`src/sv/tms_pkg.sv`:
```
// Shared types and constants for the temporal median select block.
package tms_pkg;

  localparam int SAMPLE_W      = 16;
  localparam int SAMPLE_FIELDS = 5;
  localparam int COUNT_W       = 3;
  localparam int MIN_FRAMES    = 3;

  typedef logic [SAMPLE_W-1:0] sample_t;
  typedef logic [COUNT_W-1:0]  count_t;

  // what one lane reports for its own sample
  typedef struct packed {
    logic    used;
    count_t  rank;
    sample_t value;
  } lane_res_t;

endpackage

```
`src/sv/tms_rank_lane.sv`:
```
// One rank lane: counts how many samples in use sort ahead of this lane's sample.
module tms_rank_lane
  import tms_pkg::*;
#(
  parameter int LANES = 5,
  parameter int LANE  = 0
) (
  input  sample_t   samples [LANES],
  input  count_t    count,
  output lane_res_t res
);

  count_t rank;

  // ties go to the lower field index
  always_comb begin
    rank = '0;
    for (int j = 0; j < LANES; j++) begin
      if (j != LANE && COUNT_W'(j) < count) begin
        if (samples[j] < samples[LANE] ||
            (samples[j] == samples[LANE] && j < LANE)) begin
          rank = rank + count_t'(1);
        end
      end
    end
  end

  assign res.used  = COUNT_W'(LANE) < count;
  assign res.rank  = rank;
  assign res.value = samples[LANE];

endmodule

```
`src/sv/tms_merge.sv`:
```
// Merge stage: picks the lane whose sample sits at the wanted rank.
module tms_merge
  import tms_pkg::*;
#(
  parameter int LANES = 5
) (
  input  lane_res_t lanes [LANES],
  input  count_t    want,
  output sample_t   median
);

  // exactly one used lane matches, so an OR of the gated values is enough
  always_comb begin
    median = '0;
    for (int i = 0; i < LANES; i++) begin
      if (lanes[i].used && lanes[i].rank == want) begin
        median = median | lanes[i].value;
      end
    end
  end

endmodule

```
`src/sv/temporal_median_select.sv`:
```
// Top level of the temporal median select block.
//
//   channel | direction | handshake              | payload
//   --------+-----------+------------------------+-------------------------------------
//   in_     | slave     | in_tvalid / in_tready  | in_tdata: sample_0 .. sample_4
//   out_    | master    | out_tvalid / out_tready| out_tdata: median_value
//   cfg_    | slave     | cfg_valid / cfg_ready  | cfg_data: frames_in_use
//
// One word per cycle when the output is not stalled; lane stage register, then output register.
// Lane count is min(MAX_FRAMES, 5); each lane combinationally ranks one sample against the rest.
// Reset (rst_n, synchronous) empties the pipe and sets frames_in_use to its maximum.
// A stalled output holds its word; the lane stage keeps accepting until it too is full.
module temporal_median_select
  import tms_pkg::*;
#(
  parameter int MAX_FRAMES = 5
) (
  input  logic        clk,
  input  logic        rst_n,
  input  logic        in_tvalid,
  output logic        in_tready,
  input  logic [79:0] in_tdata,   // sample_0 [15:0] .. sample_4 [79:64]
  output logic        out_tvalid,
  input  logic        out_tready,
  output logic [15:0] out_tdata,  // median_value [15:0]
  input  logic        cfg_valid,
  output logic        cfg_ready,
  input  logic [2:0]  cfg_data    // frames_in_use [2:0]
);

  localparam int LANES = (MAX_FRAMES < SAMPLE_FIELDS) ? MAX_FRAMES : SAMPLE_FIELDS;

  count_t    cnt_r;
  count_t    cnt_nxt;
  logic      a_valid_r;
  lane_res_t a_res_r [LANES];
  logic      out_valid_r;
  sample_t   out_data_r;

  sample_t   samples [LANES];
  lane_res_t lane_res [LANES];
  sample_t   median;
  logic      out_adv;
  logic      a_ready;

  // effective frame count, clamped at write time
  always_comb begin
    cnt_nxt = cfg_data;
    if (cnt_nxt < COUNT_W'(MIN_FRAMES)) cnt_nxt = COUNT_W'(MIN_FRAMES);
    if (cnt_nxt > COUNT_W'(LANES))      cnt_nxt = COUNT_W'(LANES);
  end

  assign cfg_ready = 1'b1;

  always_ff @(posedge clk) begin
    if (!rst_n) begin
      cnt_r <= COUNT_W'(LANES);
    end else if (cfg_valid) begin
      cnt_r <= cnt_nxt;
    end
  end

  // unpack the samples that have a lane
  for (genvar g = 0; g < LANES; g++) begin : g_lane
    assign samples[g] = in_tdata[g*SAMPLE_W +: SAMPLE_W];

    tms_rank_lane #(
      .LANES (LANES),
      .LANE  (g)
    ) u_lane (
      .samples (samples),
      .count   (cnt_r),
      .res     (lane_res[g])
    );
  end

  // pipe control
  assign out_adv   = !out_valid_r || out_tready;
  assign a_ready   = !a_valid_r || out_adv;
  assign in_tready = a_ready;

  // lane stage
  always_ff @(posedge clk) begin
    if (!rst_n) begin
      a_valid_r <= 1'b0;
    end else if (a_ready) begin
      a_valid_r <= in_tvalid;
    end
  end

  always_ff @(posedge clk) begin
    if (a_ready && in_tvalid) begin
      a_res_r <= lane_res;
    end
  end

  tms_merge #(
    .LANES (LANES)
  ) u_merge (
    .lanes  (a_res_r),
    .want   (cnt_r >> 1),
    .median (median)
  );

  // output register
  always_ff @(posedge clk) begin
    if (!rst_n) begin
      out_valid_r <= 1'b0;
    end else if (out_adv) begin
      out_valid_r <= a_valid_r;
    end
  end

  always_ff @(posedge clk) begin
    if (out_adv && a_valid_r) begin
      out_data_r <= median;
    end
  end

  assign out_tvalid = out_valid_r;
  assign out_tdata  = out_data_r;

endmodule

```
`config.mk`:
```
export PLATFORM = sky130hd
export DESIGN_NAME = temporal_median_select
export DESIGN_NICKNAME = d
export VERILOG_FILES = /design/src/sv/tms_pkg.sv /design/src/sv/tms_rank_lane.sv /design/src/sv/tms_merge.sv /design/src/sv/temporal_median_select.sv
export SDC_FILE = /design/constraint.sdc
export NUM_CORES = 1
export LEC_CHECK = 0
export BUFFER_PORTS_ARGS = -buffer_cell sky130_fd_sc_hd__buf_4
export CAP_MARGIN = 20
export CORE_ASPECT_RATIO = 1.2
export CORE_MARGIN = 8
export CORE_UTILIZATION = 55
export CTS_CLUSTER_SIZE = 8
export DETAILED_ROUTE_END_ITERATION = 16
export GPL_TIMING_DRIVEN = 0
export PLACE_DENSITY = 0.76
export RECOVER_POWER = 100
export REMOVE_ABC_BUFFERS = 1
export SKIP_LAST_GASP = 1
export SYNTH_ARGS = -nofsm -noshare
export SYNTH_HDL_FRONTEND = slang
export SYNTH_SLANG_ARGS = --single-unit
```
`constraint.sdc`:
```
create_clock -name clk -period 5.9 [get_ports clk]
set_input_delay 0.295 -clock clk [delete_from_list [all_inputs] [get_ports clk]]
set_output_delay 0.295 -clock clk [all_outputs]
set_load 0.005 [all_outputs]
```
== Yosys cells after proc, flatten, opt, wreduce, memory -nomap -nowiden ==
Index checks and enable logic that the tools add are counted.

* $add $sub $neg: 15
* $lt $le $gt $ge: 27
* Equal/unequal tests: 15
* Mux-type cells: 47
* Bitwise gates (word level): 4
* Reductions and logical operators: 21

{| class="wikitable"
|+ Operator list
! kind !! number
|-
| $lt 16x16->1 || 20
|-
| $eq 16x16->1 || 10
|-
| $mux 3 || 32
|-
| $mux 16 || 5
|-
| $or 16x16->16 || 4
|-
| $add 3x1->3 const B || 15
|-
| $eq 3x2->1 || 5
|-
| $logic_or 1x1->1 || 12
|-
| $mux 1 || 10
|-
| $logic_and 1x1->1 || 7
|-
| $lt 1x3->1 const A || 2
|-
| $lt 2x3->1 const A || 2
|-
| $gt 3x3->1 const B || 1
|-
| $lt 3x2->1 const B || 1
|-
| $lt 3x3->1 const A || 1
|-
| $logic_not 1->1 || 2
|}

* Register bits: 121
* Logic and storage cells: 148

== Logic depth before layout (Yosys ltp) ==
* Depth after elaboration: 13
* Mapped depth: 17
* Mapped depth without buffers: 17

== Modules after synthesis ==
Synthesis repeated with hierarchy kept, for this count alone.

* Cell total of the unflattened synthesis: 1281
* Area total of the unflattened synthesis: 12877.4 µm²

{| class="wikitable"
|+ By module, submodules not included
! module !! times used !! cells each !! area an instance (µm²) !! seq. area each (µm²)
|-
| temporal_median_select || 1 || 138 || 3704.8 || 3583.4
|-
| tms_rank_lane at g_lane[4].u_lane || 1 || 221 || 1798.0 || 0.0
|-
| tms_rank_lane at g_lane[3].u_lane || 1 || 220 || 1741.7 || 0.0
|-
| tms_rank_lane at g_lane[2].u_lane || 1 || 204 || 1671.6 || 0.0
|-
| tms_rank_lane at g_lane[1].u_lane || 1 || 203 || 1652.8 || 0.0
|-
| tms_rank_lane at g_lane[0].u_lane || 1 || 199 || 1644.1 || 0.0
|-
| tms_merge || 1 || 96 || 664.4 || 0.0
|}

== Worst setup path after synthesis ==
OpenSTA, ideal clock, no wires.

* Path type: in2reg
* Start point: in in_tdata[29]
* End point: reg a_res_r[97] (netlist name) (data pin)
* Arrival: 3.356 ns
* Data required time: 5.640 ns
* Slack: 2.284 ns
* Stages: 13
* Path buffers: 0
* Path through: inv_1 ha_1 nand4_2 or4_1 or2_0 o31a_2 and2_2 ha_1 a32o_2 ha_1 mux2_2 ha_1 mux2_2

* Longest elaborated chain between the ends: 12

{| class="wikitable"
|+ RTL lines
! item !! RTL line !! text
|-
| from (decl) || temporal_median_select.sv:22 || <nowiki>input logic [79:0] in_tdata,</nowiki>
|-
| $lt 16x16->1 (*) || tms_rank_lane.sv:20 || <nowiki>if (samples[j] < samples[LANE] ||</nowiki>
|-
| $mux 1 (*) || tms_rank_lane.sv:20 ||
|-
| $mux 1 (*) || tms_rank_lane.sv:19 || <nowiki>if (j != LANE && COUNT_W'(j) < count) begin</nowiki>
|-
| $add 3x1->3 || tms_rank_lane.sv:22 || <nowiki>rank = rank + count_t'(1);</nowiki>
|-
| $mux 3 || tms_rank_lane.sv:20 ||
|-
| $mux 3 (*) || tms_rank_lane.sv:19 ||
|-
| $add 3x1->3 || tms_rank_lane.sv:22 ||
|-
| $mux 3 || tms_rank_lane.sv:20 ||
|-
| $mux 3 (*) || tms_rank_lane.sv:19 ||
|-
| $add 3x1->3 || tms_rank_lane.sv:22 ||
|-
| $mux 3 || tms_rank_lane.sv:20 ||
|-
| $mux 3 (*) || tms_rank_lane.sv:19 ||
|-
| via g_lane[0].u_lane.rank[1] || tms_rank_lane.sv:13 || <nowiki>count_t rank;</nowiki>
|-
| to (signal assigned) || temporal_median_select.sv:93 || <nowiki>a_res_r <= lane_res;</nowiki>
|-
| to (decl) || temporal_median_select.sv:36 || <nowiki>lane_res_t a_res_r [LANES];</nowiki>
|}

Mark *: on every way through the listed nets, which the timed path passes. The rest lies on a longest branch.
A chain may end at the register's enable or synchronous reset.

== Worst setup path in the final report ==
* Start point: in in_tdata[43]
* End point: reg a_res_r[57] (netlist name) (data pin)

* Longest elaborated chain between the ends: 13
* Elaborated cells between the ends (all ways): 19

{| class="wikitable"
|+ RTL lines
! item !! RTL line
|-
| $lt 16x16->1 / $eq 16x16->1 (equally long branches) || tms_rank_lane.sv:20, tms_rank_lane.sv:21
|-
| $logic_or 1x1->1 || tms_rank_lane.sv:20
|-
| $mux 1 || tms_rank_lane.sv:20
|-
| $mux 1 || tms_rank_lane.sv:19
|-
| $add 3x1->3 || tms_rank_lane.sv:22
|-
| $mux 3 || tms_rank_lane.sv:20
|-
| $mux 3 || tms_rank_lane.sv:19
|-
| $add 3x1->3 || tms_rank_lane.sv:22
|-
| $mux 3 || tms_rank_lane.sv:20
|-
| $mux 3 || tms_rank_lane.sv:19
|-
| $add 3x1->3 || tms_rank_lane.sv:22
|-
| $mux 3 || tms_rank_lane.sv:20
|-
| $mux 3 (*) || tms_rank_lane.sv:19
|-
| via g_lane[2].u_lane.rank[1] || tms_rank_lane.sv:13
|}

Marks and branches as above.

==> results.md <==
* Ant diodes at 0
* Worst-path fanout max at 5
* Drt pass-1 iters at 5
* Worst R2R Start: cnt_r[2]
* R2R depth at 11
* WL met3 at 1520 um
* Post-synthesis register bit count at 121
* Number of enable flip-flop cells after synthesis at 116
* Final Cell Area at 0.0101 mm2
* CTS Sinks at 121
* Worst-path clk slew at 0.06 ns
* Final Hold Viols at 0
* RR Endpoint: a_res_r[17]
* Most frequent cells in the layout: ha_1, edfxtp_1, inv_1
* Worst path arrival time at 4.26 ns
* Slew HR at -50.9%
* Final period utilization at 69.1%
* Placer Congestion at 0.915
* Reg2reg setup slack at 2.27 ns
* Most common cell after layout, fill and taps aside: ha_1
* Cell area after placement at 0.00988 mm2
* Initial antenna violation count at 0
* Total grt overflow at 0
* Final wirelength at 23700 um
* Post-route minimum period at 4.08 ns
* Gate count of the mapped netlist at 800
* Drt initial violations at 481
* Critical path class: in2reg
* Total GRT Usage at 24.5%
* Syn avg cell area at 10.9 um2
* Core area at 0.0156 mm2
* Seq/Total Area, Yosys at 41.1%
* Wire length per cell at 20.7 um
* Htree depth at 4
* Yosys cell types at 63
* Hold buffers post-CTS at 0
* Placed wire-length estimate at 18600 um
* Min-delay worst type: in2reg
* DRT antenna net count at 0
* Top layer in use: met4
* Row cnt at 50
* Remaining DRCs at 0
* Pwr dens at 275 mW/mm2
* Nets at 1189
* Resize count post-CTS at 0
* Die Area at 0.0202 mm2
* Final std cells w/o fill at 1147
* Outcome: finished, violations left
* Number of global-route vias before repair at 7070
* WP data required at 6.08 ns
* RSZ-0062 raised after global routing: false
* Hold depth at 2
* Worst Tran Pin Value at 2.26 ns
* VDD IR max at 0.160 mV
* CTS tree: built
* Slew Viols, Final at 33
* Cell Area, Synth at 0.00872 mm2
* Vias per cell at 6.02
* First-pass GRT wire length at 37200 um
* Met1 wire length at 9080 um
* Post CTS Setup Buffer Count at 0
* Starting Density at 56.0%
* Boundary Pins at 107
* Asr flop ratio synth at 0%
* Clk buf depth at 2
* Met2 WL post-DR at 12000 um
* CTS root buffer: clkbuf_16
* Synth-to-Final Area Change at 16.1%
* Clock buffer count from CTS at 17
* Setup TNS at 0 ns
* Clock Latency Late Sink at 0.43 ns
* Failing checks: max-capacitance violations, max-slew violations
* Share of cells above drive strength 1 at 8.84%
* Max Cap Viol at 2
* PortBufs at 105
* Crit start category: input pin
* Routed vias at 6904
* Die height at 154 um
* Largest net degree at the start of global routing at 69
* Worst Setup End Kind: flip-flop
* Leakage at 4.43 nW
* Ys flop type: edfxtp_1
* Placed cell count at 1116
* Hold endpoint: cnt_r[0]
* Clock skew at 0.00567 ns
* Die W at 131 um
* Syn. warnings at 0
* Final setup viols at 0
* Fmax at 245 MHz
* HP Start: rst_n
==> sequential cells by signal, summed over array words and instances, names as in the netlist <==
signal,flops
a_res_r,100
a_valid_r,1
cnt_r,3
out_tdata,16
out_tvalid,1
==> power by group <==
| part | internal (W) | total, W | switching, W |
|---|---|---|---|
| Sequential | 0.00105 | 0.00107 | 0.0000275 |
| Combinational | 0.000281 | 0.000672 | 0.000390 |
| Clock | 0.000654 | 0.00104 | 0.000381 |
| Total | 0.00198 | 0.00278 | 0.000799 |
==> critical path: stages <==
cell and delay, ns:
clkbuf_1 0.20, inv_1 0.14, ha_1 0.34, nand4_1 0.16, or4_1 0.19, a21oi_1 0.09
a2111oi_0 0.90, nor2_1 0.18, nor2_1 0.15, ha_1 0.23, nand2_1 0.15, nand2_1 0.12
ha_1 0.29, mux2_2 0.27, ha_1 0.28, mux2_2 0.26
==> Yosys cell counts (all sizes together), types with 3 or more instances <==
cell	number	area (um2)
a222oi	16	160
nand2	69	262
o31ai	3	36.3
nand2b	4	25.0
o21a	11	82.6
o21ai	22	110
nor3	7	35.0
nor2b	16	100
mux2	8	90.1
nand3	14	70.1
a21oi	58	290
a31oi	3	18.8
nor4b	5	43.8
a22oi	16	120
nor4	7	43.8
nand4	31	200
xnor2	7	61.3
and3	3	20.0
dfxtp	5	100
xor2	17	156
or4	3	22.5
nor2	23	93.8
a21o	18	135
edfxtp	116	3480
o211ai	10	75.1
buf	3	23.8
inv	83	312
clkbuf	7	26.3
ha	174	2180
a211oi	6	45.0
and2	7	45.1
==> per-layer routing <==
metal / global-route usage (%) / up-vias
met4: 13.4 / 0
li1: - / 3314
met5: 0 / -
met1: 27.6 / 3275
met3: 5.36 / 78
met2: 41.8 / 237
==> layout make-up <==
| type | count | area (um2) |
|---|---|---|
| inverter | 83 | 312 |
| timing repair buffer | 118 | 614 |
| fill | 1270 | 5450 |
| clock buffer | 17 | 425 |
| clock inverter | 14 | 158 |
| sequential | 121 | 3580 |
| tap | 208 | 260 |
| multi-input combinational | 586 | 4770 |
==> through the flow <==
stage | total power, W | hold WS, ns | utilization (%) | setup slack [ns]
after floorplan | 0.00152 | 0.357 | - | 2.28
after global placement | 0.00175 | 0.483 | 62.4 | 0.881
after detailed placement | 0.00179 | 0.485 | 63.4 | 1.63
after CTS | 0.00283 | 0.0390 | 67.2 | 2.08
after global routing | 0.00292 | 0.0456 | 65.0 | 1.65
final | 0.00278 | 0.0506 | 65.0 | 1.82
==> cell families after synthesis <==
| group | share of synthesized area (%) |
|---|---|
| AOI/OAI and AO/OA | 14.3 |
| buffers and inverters | 4.15 |
| muxes | 1.15 |
| DFF | 41.1 |
| adders and majority gates | 25.0 |
| other | 0.0430 |
| xor gates and xnor gates | 2.76 |
| and+or+nand+nor | 11.5 |
==> worst max-delay path by stage <==
stage / slack, ns / endpoint / startpoint / depth (start not counted)
floorplan: 2.28 / a_res_r[97] / in_tdata[29] / 13
global placement: 0.88 / out_tdata[0] / cnt_r[2] / 4
detailed placement: 1.63 / a_res_r[57] / in_tdata[39] / 16
CTS: 2.08 / a_res_r[57] / in_tdata[39] / 16
global route: 1.65 / a_res_r[57] / in_tdata[43] / 16
finish: 1.82 / a_res_r[57] / in_tdata[43] / 16
No activity file was read; power rests on OpenSTA's default activity.
